<file path="src/rtl/jnd_pkg.sv">
// jnd_pkg: shared types, widths and codes for the joystick normalize/deadband block.
// No dependencies. Used by every module under rtl/.
package jnd_pkg;

   // default parameter values
   localparam int AXIS_BITS_DEF = 10;
   localparam int FRAC_BITS_DEF = 14;

   // fixed field widths
   localparam int UB_W     = 9;    // upper bound register
   localparam int DIV_W    = 10;   // lower magnitude register, widest divisor
   localparam int DEAD_W   = 15;   // deadband radius
   localparam int OUT_W    = 16;   // result fields
   localparam int CSR_IDX_W  = 3;
   localparam int CSR_DATA_W = 16;

   // request queue between front and back
   localparam int QUEUE_DEPTH = 4;

   // register indexes
   localparam logic [CSR_IDX_W-1:0] REG_UPPER_BOUND_X = 3'd0;
   localparam logic [CSR_IDX_W-1:0] REG_LOWER_MAG_X   = 3'd1;
   localparam logic [CSR_IDX_W-1:0] REG_UPPER_BOUND_Y = 3'd2;
   localparam logic [CSR_IDX_W-1:0] REG_LOWER_MAG_Y   = 3'd3;
   localparam logic [CSR_IDX_W-1:0] REG_INVERT_X      = 3'd4;
   localparam logic [CSR_IDX_W-1:0] REG_INVERT_Y      = 3'd5;
   localparam logic [CSR_IDX_W-1:0] REG_DEAD_RADIUS   = 3'd6;

   // reset values
   localparam logic [UB_W-1:0]  UB_RESET = 9'd511;
   localparam logic [DIV_W-1:0] LM_RESET = 10'd512;

   // how an axis gets its magnitude
   typedef enum logic [1:0] {
      KIND_ZERO,   // zero reading
      KIND_FULL,   // zero divisor or quotient at or past one
      KIND_DIV     // fractional quotient, long division needed
   } kind_type;

   typedef struct packed {
      logic [UB_W-1:0]   upper_bound_x;
      logic [DIV_W-1:0]  lower_mag_x;
      logic [UB_W-1:0]   upper_bound_y;
      logic [DIV_W-1:0]  lower_mag_y;
      logic              invert_x;
      logic              invert_y;
      logic [DEAD_W-1:0] dead_radius;
   } cfg_type;

   // one classified axis; rem holds the magnitude, below the divisor for KIND_DIV
   typedef struct packed {
      logic             neg;
      kind_type         kind;
      logic [DIV_W-1:0] rem;
      logic [DIV_W-1:0] dv;
   } axis_item_type;

   typedef struct packed {
      axis_item_type x;
      axis_item_type y;
   } item_type;

endpackage

</file>
<file path="src/rtl/jnd_csr.sv">
// jnd_csr: configuration register file, written through the csr_ port.
// Depends on jnd_pkg.
module jnd_csr
   import jnd_pkg::*;
(
   input  logic                  clock,
   input  logic                  reset,
   input  logic                  csr_valid,
   output logic                  csr_ready,
   input  logic [CSR_IDX_W-1:0]  csr_index,
   input  logic [CSR_DATA_W-1:0] csr_wdata,
   output cfg_type               cfg
);

   cfg_type cfg_ff, cfg_in;

   // writes are always taken
   assign csr_ready = 1'b1;
   assign cfg       = cfg_ff;

   // decode the written register, indexes past the list are dropped
   always_comb begin
      cfg_in = cfg_ff;
      if (csr_valid) begin
         unique case (csr_index)
            REG_UPPER_BOUND_X: cfg_in.upper_bound_x = csr_wdata[UB_W-1:0];
            REG_LOWER_MAG_X:   cfg_in.lower_mag_x   = csr_wdata[DIV_W-1:0];
            REG_UPPER_BOUND_Y: cfg_in.upper_bound_y = csr_wdata[UB_W-1:0];
            REG_LOWER_MAG_Y:   cfg_in.lower_mag_y   = csr_wdata[DIV_W-1:0];
            REG_INVERT_X:      cfg_in.invert_x      = csr_wdata[0];
            REG_INVERT_Y:      cfg_in.invert_y      = csr_wdata[0];
            REG_DEAD_RADIUS:   cfg_in.dead_radius   = csr_wdata[DEAD_W-1:0];
            default:           cfg_in = cfg_ff;
         endcase
      end
   end

   always_ff @(posedge clock) begin
      if (reset) begin
         cfg_ff.upper_bound_x <= UB_RESET;
         cfg_ff.lower_mag_x   <= LM_RESET;
         cfg_ff.upper_bound_y <= UB_RESET;
         cfg_ff.lower_mag_y   <= LM_RESET;
         cfg_ff.invert_x      <= 1'b0;
         cfg_ff.invert_y      <= 1'b0;
         cfg_ff.dead_radius   <= '0;
      end else begin
         cfg_ff <= cfg_in;
      end
   end

endmodule

</file>
<file path="src/rtl/jnd_front.sv">
// jnd_front: takes raw samples and classifies each axis (sign, magnitude, divisor,
// zero / full scale / divide). Depends on jnd_pkg; feeds jnd_queue.
module jnd_front
   import jnd_pkg::*;
#(
   parameter int AXIS_BITS = AXIS_BITS_DEF
) (
   input  logic                        req_valid,
   output logic                        req_stall,
   input  logic signed [AXIS_BITS-1:0] req_raw_x,
   input  logic signed [AXIS_BITS-1:0] req_raw_y,
   input  cfg_type                     cfg,
   input  logic                        q_full,
   output logic                        push,
   output item_type                    push_item
);

   localparam int CMP_W = (AXIS_BITS > DIV_W) ? AXIS_BITS : DIV_W;

   // sign, magnitude and divisor of one axis, and which path it takes
   function automatic axis_item_type classify(input logic [AXIS_BITS-1:0] raw,
                                              input logic [UB_W-1:0]      ub,
                                              input logic [DIV_W-1:0]     lm);
      logic                 is_neg;
      logic [AXIS_BITS-1:0] mag;
      logic [CMP_W-1:0]     mag_e;
      logic [CMP_W-1:0]     div_e;
      axis_item_type        it;
      is_neg = raw[AXIS_BITS-1];
      mag    = is_neg ? (~raw + 1'b1) : raw;
      mag_e  = CMP_W'(mag);
      it.neg = is_neg;
      it.dv  = is_neg ? lm : DIV_W'(ub);
      div_e  = CMP_W'(it.dv);
      it.rem = mag_e[DIV_W-1:0];
      priority if (mag == '0) begin
         it.kind = KIND_ZERO;
      end else if (it.dv == '0 || mag_e >= div_e) begin
         it.kind = KIND_FULL;
      end else begin
         it.kind = KIND_DIV;
      end
      return it;
   endfunction

   // stall only on a full queue
   assign req_stall   = q_full;
   assign push        = req_valid && !q_full;
   assign push_item.x = classify(req_raw_x, cfg.upper_bound_x, cfg.lower_mag_x);
   assign push_item.y = classify(req_raw_y, cfg.upper_bound_y, cfg.lower_mag_y);

endmodule

</file>
<file path="src/rtl/jnd_queue.sv">
// jnd_queue: short request queue between the classifying front and the divide back.
// Depends on jnd_pkg.
module jnd_queue
   import jnd_pkg::*;
(
   input  logic     clock,
   input  logic     reset,
   input  logic     push,
   input  item_type push_item,
   output logic     full,
   input  logic     pop,
   output logic     rd_valid,
   output item_type rd_item
);

   localparam int PTR_W = $clog2(QUEUE_DEPTH);
   localparam int CNT_W = $clog2(QUEUE_DEPTH + 1);
   localparam logic [CNT_W-1:0] DEPTH_CNT = CNT_W'(QUEUE_DEPTH);

   item_type         slot_ff [QUEUE_DEPTH];
   logic [PTR_W-1:0] wr_ptr_ff, wr_ptr_in;
   logic [PTR_W-1:0] rd_ptr_ff, rd_ptr_in;
   logic [CNT_W-1:0] cnt_ff, cnt_in;

   assign full     = (cnt_ff == DEPTH_CNT);
   assign rd_valid = (cnt_ff != '0);
   assign rd_item  = slot_ff[rd_ptr_ff];

   // pointer and fill count update
   always_comb begin
      wr_ptr_in = push ? wr_ptr_ff + 1'b1 : wr_ptr_ff;
      rd_ptr_in = pop  ? rd_ptr_ff + 1'b1 : rd_ptr_ff;
      cnt_in    = cnt_ff;
      if (push && !pop) begin
         cnt_in = cnt_ff + 1'b1;
      end else if (pop && !push) begin
         cnt_in = cnt_ff - 1'b1;
      end
   end

   always_ff @(posedge clock) begin
      if (reset) begin
         wr_ptr_ff <= '0;
         rd_ptr_ff <= '0;
         cnt_ff    <= '0;
      end else begin
         wr_ptr_ff <= wr_ptr_in;
         rd_ptr_ff <= rd_ptr_in;
         cnt_ff    <= cnt_in;
      end
   end

   always_ff @(posedge clock) begin
      if (push) begin
         slot_ff[wr_ptr_ff] <= push_item;
      end
   end

   a_cnt_bound: assert property (@(posedge clock) disable iff (reset)
      cnt_ff <= DEPTH_CNT)
      else $error("queue count past depth");

   a_no_pop_empty: assert property (@(posedge clock) disable iff (reset)
      pop |-> cnt_ff != '0)
      else $error("pop from empty queue");

   a_push_count: assert property (@(posedge clock) disable iff (reset)
      push && !pop |=> cnt_ff == $past(cnt_ff) + 1'b1)
      else $error("push did not raise count");

endmodule

</file>
<file path="src/rtl/jnd_back.sv">
// jnd_back: restoring divide pipeline (one quotient bit per stage), clamp and
// invert, radius-squared deadband and result register. Depends on jnd_pkg.
module jnd_back
   import jnd_pkg::*;
#(
   parameter int FRAC_BITS = FRAC_BITS_DEF
) (
   input  logic                    clock,
   input  logic                    reset,
   input  cfg_type                 cfg,
   input  logic                    q_valid,
   input  item_type                q_item,
   output logic                    pop,
   output logic                    rsp_valid,
   input  logic                    rsp_stall,
   output logic signed [OUT_W-1:0] rsp_out_x,
   output logic signed [OUT_W-1:0] rsp_out_y
);

   localparam int MAG_W  = FRAC_BITS + 1;
   localparam int SQ_W   = 2 * MAG_W;
   localparam int DSQ_W  = 2 * DEAD_W;
   localparam int SUM_W  = ((SQ_W + 1) > DSQ_W) ? (SQ_W + 1) : DSQ_W;
   localparam int NEG_W  = ((MAG_W + 1) > OUT_W) ? (MAG_W + 1) : OUT_W;
   localparam logic [MAG_W-1:0] ONE_MAG = {1'b1, {FRAC_BITS{1'b0}}};

   typedef struct packed {
      logic                 neg;
      kind_type             kind;
      logic [DIV_W-1:0]     rem;
      logic [DIV_W-1:0]     dv;
      logic [FRAC_BITS-1:0] quot;
   } lane_type;

   // one bit of restoring division
   function automatic lane_type div_step(input lane_type l);
      logic [DIV_W:0] sh;
      lane_type       n;
      n  = l;
      sh = {l.rem, 1'b0};
      if (sh >= {1'b0, l.dv}) begin
         n.rem  = DIV_W'(sh - {1'b0, l.dv});
         n.quot = {l.quot[FRAC_BITS-2:0], 1'b1};
      end else begin
         n.rem  = sh[DIV_W-1:0];
         n.quot = {l.quot[FRAC_BITS-2:0], 1'b0};
      end
      return n;
   endfunction

   function automatic lane_type to_lane(input axis_item_type a);
      lane_type l;
      l.neg  = a.neg;
      l.kind = a.kind;
      l.rem  = a.rem;
      l.dv   = a.dv;
      l.quot = '0;
      return l;
   endfunction

   // clamped magnitude of a finished lane
   function automatic logic [MAG_W-1:0] mag_of(input lane_type l);
      logic [MAG_W-1:0] m;
      unique case (l.kind)
         KIND_ZERO: m = '0;
         KIND_FULL: m = ONE_MAG;
         KIND_DIV:  m = {1'b0, l.quot};
         default:   m = '0;
      endcase
      return m;
   endfunction

   function automatic logic [OUT_W-1:0] to_field(input logic [MAG_W-1:0] m,
                                                 input logic neg);
      logic [NEG_W-1:0] v;
      v = NEG_W'(m);
      if (neg) begin
         v = -v;
      end
      return v[OUT_W-1:0];
   endfunction

   // whole pipe moves when the result register is free or being taken
   logic adv;

   lane_type         lx_ff [0:FRAC_BITS];
   lane_type         ly_ff [0:FRAC_BITS];
   lane_type         lx_in [0:FRAC_BITS];
   lane_type         ly_in [0:FRAC_BITS];
   logic [FRAC_BITS:0] vld_ff, vld_in;

   logic             mvld_ff;
   logic [MAG_W-1:0] magx_ff, magx_in, magy_ff, magy_in;
   logic             negx_ff, negx_in, negy_ff, negy_in;
   logic [SQ_W-1:0]  sqx_ff, sqx_in, sqy_ff, sqy_in;
   logic [DSQ_W-1:0] dead_sq_ff, dead_sq_in;

   logic             rsp_valid_ff;
   logic [OUT_W-1:0] out_x_ff, out_x_in, out_y_ff, out_y_in;
   logic [SUM_W-1:0] r2;
   logic             inside_dead;

   assign adv       = !rsp_valid_ff || !rsp_stall;
   assign pop       = adv && q_valid;
   assign rsp_valid = rsp_valid_ff;
   assign rsp_out_x = out_x_ff;
   assign rsp_out_y = out_y_ff;

   // divide stages
   always_comb begin
      lx_in[0] = to_lane(q_item.x);
      ly_in[0] = to_lane(q_item.y);
      for (int k = 0; k < FRAC_BITS; k++) begin
         lx_in[k+1] = div_step(lx_ff[k]);
         ly_in[k+1] = div_step(ly_ff[k]);
      end
      vld_in = {vld_ff[FRAC_BITS-1:0], pop};
   end

   // clamp, sign after invert, squares
   always_comb begin
      magx_in = mag_of(lx_ff[FRAC_BITS]);
      magy_in = mag_of(ly_ff[FRAC_BITS]);
      negx_in = (magx_in != '0) && (lx_ff[FRAC_BITS].neg ^ cfg.invert_x);
      negy_in = (magy_in != '0) && (ly_ff[FRAC_BITS].neg ^ cfg.invert_y);
      sqx_in  = SQ_W'(magx_in) * SQ_W'(magx_in);
      sqy_in  = SQ_W'(magy_in) * SQ_W'(magy_in);
      dead_sq_in = DSQ_W'(cfg.dead_radius) * DSQ_W'(cfg.dead_radius);
   end

   // deadband compare and result fields
   always_comb begin
      r2          = SUM_W'(sqx_ff) + SUM_W'(sqy_ff);
      inside_dead = r2 < SUM_W'(dead_sq_ff);
      out_x_in    = inside_dead ? '0 : to_field(magx_ff, negx_ff);
      out_y_in    = inside_dead ? '0 : to_field(magy_ff, negy_ff);
   end

   always_ff @(posedge clock) begin
      if (reset) begin
         vld_ff       <= '0;
         mvld_ff      <= 1'b0;
         rsp_valid_ff <= 1'b0;
      end else if (adv) begin
         vld_ff       <= vld_in;
         mvld_ff      <= vld_ff[FRAC_BITS];
         rsp_valid_ff <= mvld_ff;
      end
   end

   always_ff @(posedge clock) begin
      dead_sq_ff <= dead_sq_in;
      if (adv) begin
         for (int k = 0; k <= FRAC_BITS; k++) begin
            lx_ff[k] <= lx_in[k];
            ly_ff[k] <= ly_in[k];
         end
         magx_ff  <= magx_in;
         magy_ff  <= magy_in;
         negx_ff  <= negx_in;
         negy_ff  <= negy_in;
         sqx_ff   <= sqx_in;
         sqy_ff   <= sqy_in;
         out_x_ff <= out_x_in;
         out_y_ff <= out_y_in;
      end
   end

   a_stage_moves: assert property (@(posedge clock) disable iff (reset)
      vld_ff[FRAC_BITS] && adv |=> mvld_ff)
      else $error("last divide stage lost an item");

   a_mag_clamped: assert property (@(posedge clock) disable iff (reset)
      mvld_ff |-> magx_ff <= ONE_MAG && magy_ff <= ONE_MAG)
      else $error("magnitude above full scale");

   a_zero_not_neg: assert property (@(posedge clock) disable iff (reset)
      mvld_ff && (magx_ff == '0) |-> !negx_ff)
      else $error("zero magnitude marked negative");

endmodule

</file>
<file path="src/rtl/joystick_normalize_deadband.sv">
// joystick_normalize_deadband: per-axis bound scaling, clamp, invert, radial deadband.
// Throughput: one request per cycle while the queue is not full (rsp_stall can fill it);
// the divide pipeline retires one quotient bit per stage.
// A 4-entry queue lets requests be taken while a finished result waits on rsp_stall.
// Reset (synchronous, active high) empties the queue and pipeline and loads register defaults.
module joystick_normalize_deadband
   import jnd_pkg::*;
#(
   parameter int AXIS_BITS = AXIS_BITS_DEF,
   parameter int FRAC_BITS = FRAC_BITS_DEF
) (
   input  logic                        clock,
   input  logic                        reset,
   input  logic                        req_valid,
   output logic                        req_stall,
   input  logic signed [AXIS_BITS-1:0] req_raw_x,
   input  logic signed [AXIS_BITS-1:0] req_raw_y,
   output logic                        rsp_valid,
   input  logic                        rsp_stall,
   output logic signed [OUT_W-1:0]     rsp_out_x,
   output logic signed [OUT_W-1:0]     rsp_out_y,
   input  logic                        csr_valid,
   output logic                        csr_ready,
   input  logic [CSR_IDX_W-1:0]        csr_index,
   input  logic [CSR_DATA_W-1:0]       csr_wdata
);

   cfg_type  cfg;
   logic     q_full;
   logic     push;
   item_type push_item;
   logic     pop;
   logic     q_valid;
   item_type q_item;

   jnd_csr u_csr (
      .clock     (clock),
      .reset     (reset),
      .csr_valid (csr_valid),
      .csr_ready (csr_ready),
      .csr_index (csr_index),
      .csr_wdata (csr_wdata),
      .cfg       (cfg)
   );

   jnd_front #(
      .AXIS_BITS (AXIS_BITS)
   ) u_front (
      .req_valid (req_valid),
      .req_stall (req_stall),
      .req_raw_x (req_raw_x),
      .req_raw_y (req_raw_y),
      .cfg       (cfg),
      .q_full    (q_full),
      .push      (push),
      .push_item (push_item)
   );

   jnd_queue u_queue (
      .clock     (clock),
      .reset     (reset),
      .push      (push),
      .push_item (push_item),
      .full      (q_full),
      .pop       (pop),
      .rd_valid  (q_valid),
      .rd_item   (q_item)
   );

   jnd_back #(
      .FRAC_BITS (FRAC_BITS)
   ) u_back (
      .clock     (clock),
      .reset     (reset),
      .cfg       (cfg),
      .q_valid   (q_valid),
      .q_item    (q_item),
      .pop       (pop),
      .rsp_valid (rsp_valid),
      .rsp_stall (rsp_stall),
      .rsp_out_x (rsp_out_x),
      .rsp_out_y (rsp_out_y)
   );

endmodule

</file>
<file path="config.mk">
export PLATFORM = sky130hd
export DESIGN_NAME = joystick_normalize_deadband
export DESIGN_NICKNAME = d
export VERILOG_FILES = /design/src/rtl/jnd_pkg.sv /design/src/rtl/jnd_csr.sv /design/src/rtl/jnd_front.sv /design/src/rtl/jnd_queue.sv /design/src/rtl/jnd_back.sv /design/src/rtl/joystick_normalize_deadband.sv
export SDC_FILE = /design/constraint.sdc
export NUM_CORES = 2
export LEC_CHECK = 0
export BUFFER_PORTS_ARGS = -buffer_cell sky130_fd_sc_hd__buf_2
export CORE_MARGIN = 10
export CORE_UTILIZATION = 57
export CTS_BUF_LIST = sky130_fd_sc_hd__clkbuf_8 sky130_fd_sc_hd__clkbuf_16
export CTS_CLUSTER_DIAMETER = 120
export CTS_CLUSTER_SIZE = 14
export DETAILED_ROUTE_END_ITERATION = 8
export PLACE_DENSITY = 0.73
export SYNTH_ARGS = -nofsm -noshare
export SYNTH_HDL_FRONTEND = slang
export SYNTH_SLANG_ARGS = --single-unit
</file>
<file path="constraint.sdc">
create_clock -name clock -period 34.9 [get_ports clock]
set_input_delay 3.49 -clock clock [delete_from_list [all_inputs] [get_ports clock]]
set_output_delay 3.49 -clock clock [all_outputs]
set_load 0.005 [all_outputs]
</file>
==> flow_summary.toml <==
[outcome]
outcome = "finished clean"

[floorplanning]
core_area_mm2 = 0.133
die-width_um = 385
effective_utilization_at_floorplan_pct = 57.2
io-pin-count = 79
rows = 134
die_area_mm2 = 0.149
die_h_um = 385

[cts]
clk_transition_reported_paths_ns = 0.07
cts_resized = 0
h-tree-depth = 3
clock_sink_count = 1274
root_buffer = "sky130_fd_sc_hd__clkbuf_16"
post_cts_buffers = 0
tritoncts_clock_tree = "yes"
clkLatencyLatePin_ns = 0.72
number_of_buffers_inserted_by_hold_repair_at_cts = 0
cts-buffers-inserted = 102
cts_buffer_depth = 3

[routing]
drt-total-wl_mm = 136
drcViolationCount = 0
routed_via_density = 5.43
firstDrtPassIters = 5
num_vias = 44000
first_iter_violations = 2500
drt-wirelength-per-cell_um = 16.7
antenna_violating_nets_post_route = 0

[logic_synthesis]
synth_cell_type_count = 77
synth_area_mm2 = 0.0761
ys.warnings.count = 0
post_synth_main_area_contributors = "sky130_fd_sc_hd__edfxtp_1 46%, sky130_fd_sc_hd__fa_1 12%, sky130_fd_sc_hd__ha_1 10%"
yosysTopAreaCellShare_pct = 45.9
dominantRegCellSynth = "sky130_fd_sc_hd__edfxtp_1"
ys_async_sr_fraction_pct = 0
ff_latch_count_synth = 1274
synth-seq-area-share_pct = 48.8
gate_count_of_the_mapped_netlist = 6162
synthMostInstantiatedCell = "sky130_fd_sc_hd__edfxtp_1"
syn_area_per_cell_um2 = 12.4
number_of_enable_flip_flop_cells_after_synthesis = 1164
synth_commonest_cells = "1164 x sky130_fd_sc_hd__edfxtp_1, 1025 x sky130_fd_sc_hd__inv_1, 631 x sky130_fd_sc_hd__ha_1, 438 x sky130_fd_sc_hd__fa_1, 404 x sky130_fd_sc_hd__nand2_1"
synth.largest_area_cell = "sky130_fd_sc_hd__edfxtp_1"

[timing]
finalSetupViolCount = 0
unrepaired_setup_endpoints_after_global_routing = "false"
finalHoldViolations = 0
max_freq_ghz = 0.130
setup-tns-final_ns = 0
finalCritPeriodShare_pct = 22.1
slew_headroom_pct = 18.8
slew_violations = 0
tightest_slew_ns = 1.21
setup_clock_skew_after_layout_ns = 0.0454
finalWorstPathRequiredPeriod_ns = 7.71

[setup_path]
worst_path_most_repeated_cell = "sky130_fd_sc_hd__fa_1"
worstSetupStartpointType = "flip-flop"
path_class = "reg -> reg"
worst_r2r_path_depth = 23
cp_slowest_cell = "sky130_fd_sc_hd__and2_1"
crit_path_end_kind = "flip-flop"
cp_max_fo = 64
critical_path_cell_sequence = "nor2b_2 > buf_4 > and2_1 > nand2_1 > fa_1 > fa_1 > inv_1 > fa_1 > fa_1 > fa_1 > inv_1 > fa_1 > inv_1 > ha_1 > a21oi_1 > a211oi_1 > a211oi_1 > o21ai_1 > a31oi_2 > o31ai_1 > a31o_2 > a21oi_1 > xnor2_1"
worstReg2RegStart = "u_back.ly_ff[1][256]"
worst-endpoint-arrival_ns = 8.19
timing.critical_path.required_ns = 35.38
r2r-end = "u_back.sqy_ff[29]"
crit_path_max_incr_delay_ns = 0.58
r2r_setup_slack_ns = 27.19

[placed_design]
gp_congestion = 0.867
dpl.hpwl_mm = 100
io_buffers = 76
placed_cells = 7942

[grt]
antenna_found_initial = 1
maximum_number_of_pins_on_one_net_before_global_route_repair = 130
grt_pass1_wl_mm = 227
overflow = 0
vias_in_the_first_global_route = 46100
grt_use_total_pct = 18.5

[cells_and_area]
post_route_cells_drive_above_1_share_pct = 7.77
finalNonFillerCells = 8101
nNetsFinal = 7391
n_diodes = 0
area_growth_syn_to_layout_pct = 7.01
fillerInstances = 10300

[worst_hold_path]
timing.hold.worst_endpoint = "u_back.lx_ff[1][197]"
hp-class = "reg -> reg"
hold_path.startpoint = "u_back.lx_ff[1][159]"
worst_hold_path.num_cells = 0

[run]
timing.max_cap.violations = 0
==> worst max path at each step <==
stage / startpoint / to / slack (ns) / depth (start not counted)
2_1_floorplan: rsp_stall / u_back.lx_ff[0][100] / 2.79 / 4
3_3_place_gp: rsp_stall / u_back.rsp_out_y[7] / 27.05 / 6
3_5_place_dp: rsp_stall / u_back.magy_ff[12] / 26.99 / 6
4_1_cts: u_back.ly_ff[1][256] / u_back.sqy_ff[29] / 27.21 / 23
5_1_grt: u_back.ly_ff[1][257] / u_back.sqy_ff[29] / 26.75 / 23
6_report: u_back.ly_ff[1][256] / u_back.sqy_ff[29] / 27.19 / 23
==> cell families after synthesis <==
kind of cell	Yosys count	share of synthesized area [%]
AOI/OAI and AO/OA	828	7.02
other	2	0.00986
xor gates and xnor gates	336	3.86
adders and majority gates	1069	21.9
DFF	1274	48.8
and+or+nand+nor	1225	8.05
muxes	271	4.61
buffers and inverters	1157	5.77
==> layout make-up <==
type                       count  area, um2  share of cell area (%)
sequential                  1274      37200                    45.6
inverter                    1028       3870                    4.74
multi-input combinational   3770      34800                    42.7
timing repair buffer         102        576                   0.706
clock inverter                56        335                   0.412
clock buffer                 103       2580                    3.16
tap                         1768       2210                    2.71
==> state kept, by name (all words and copies together) (netlist names), named ones only <==
signal and count:
u_queue.rd_ptr_ff 2, u_back.vld_ff 15, u_back.negx_ff 1, u_back.dead_sq_ff 29, u_back.negy_ff 1, u_queue.wr_ptr_ff 2
u_back.sqy_ff 29, u_back.rsp_out_y 16, u_queue.cnt_ff 3, u_back.magx_ff 14, u_back.rsp_out_x 16, u_back.magy_ff 14
u_back.sqx_ff 29, u_queue.slot_ff 184, u_back.rsp_valid 1, u_back.mvld_ff 1, u_back.ly_ff 430, u_csr.cfg 55
u_back.lx_ff 430
==> through the flow <==
stage | instance area (um2) | worst slack (ns) | hold slack [ns] | util [%]
2_1_floorplan | 76300 | 2.79 | 0.393 | -
3_3_place_gp | 78600 | 27.05 | 0.400 | 59.0
3_5_place_dp | 78600 | 26.99 | 0.405 | 59.0
4_1_cts | 81500 | 27.21 | 0.405 | 61.2
5_1_grt | 81500 | 26.75 | 0.411 | 61.2
6_report | 81500 | 27.19 | 0.407 | 61.2
==> routing by layer <==
metal  vias up  global-route usage (%)  wire [um]
met1     21500                    23.4      57400
met2       873                    33.0      68800
met5         -                       0          0
li1      21400                       -          -
met4         0                    5.35       3560
met3       232                    2.53       5780
==> layout by cell type, fill, tap and decap left out, types with 13 or more instances in the layout <==
cell type and count:
sky130_fd_sc_hd__edfxtp_1 1164, sky130_fd_sc_hd__inv_1 1071, sky130_fd_sc_hd__ha_1 631, sky130_fd_sc_hd__fa_1 438
sky130_fd_sc_hd__nand2_1 404, sky130_fd_sc_hd__a21oi_1 253, sky130_fd_sc_hd__xnor2_1 221, sky130_fd_sc_hd__nor2_1 184
sky130_fd_sc_hd__mux2_2 178, sky130_fd_sc_hd__a21o_1 170, sky130_fd_sc_hd__o21ai_0 146, sky130_fd_sc_hd__and3_1 119
sky130_fd_sc_hd__xor2_1 115, sky130_fd_sc_hd__and2_1 112, sky130_fd_sc_hd__dfxtp_1 108, sky130_fd_sc_hd__clkbuf_16 103
sky130_fd_sc_hd__nor2b_1 77, sky130_fd_sc_hd__buf_2 76, sky130_fd_sc_hd__nand2b_1 66, sky130_fd_sc_hd__nand4_1 64
sky130_fd_sc_hd__nand3_1 48, sky130_fd_sc_hd__mux2i_1 46, sky130_fd_sc_hd__mux4_2 46, sky130_fd_sc_hd__nor3_1 43
sky130_fd_sc_hd__conb_1 41, sky130_fd_sc_hd__o21bai_1 35, sky130_fd_sc_hd__o21a_1 31, sky130_fd_sc_hd__nor4_1 30
sky130_fd_sc_hd__a211oi_1 29, sky130_fd_sc_hd__a221oi_1 28, sky130_fd_sc_hd__buf_4 26, sky130_fd_sc_hd__a211o_1 21
sky130_fd_sc_hd__a31oi_1 19, sky130_fd_sc_hd__nor2_2 17, sky130_fd_sc_hd__or3_1 13
==> worst max-delay path, delay by kind of cell, from the launching register on <==
kind | cells | cell delay, ns
DFF | 1 | 0.39
buffers and inverters | 4 | 0.67
adders and majority gates | 7 | 3.62
AOI/OAI and AO/OA | 8 | 1.81
and+or+nand+nor | 3 | 0.85
xor gates and xnor gates | 1 | 0.08
Power is not shown: default switching activity piles up to over one toggle a cycle in this logic, so the estimate is an artifact.
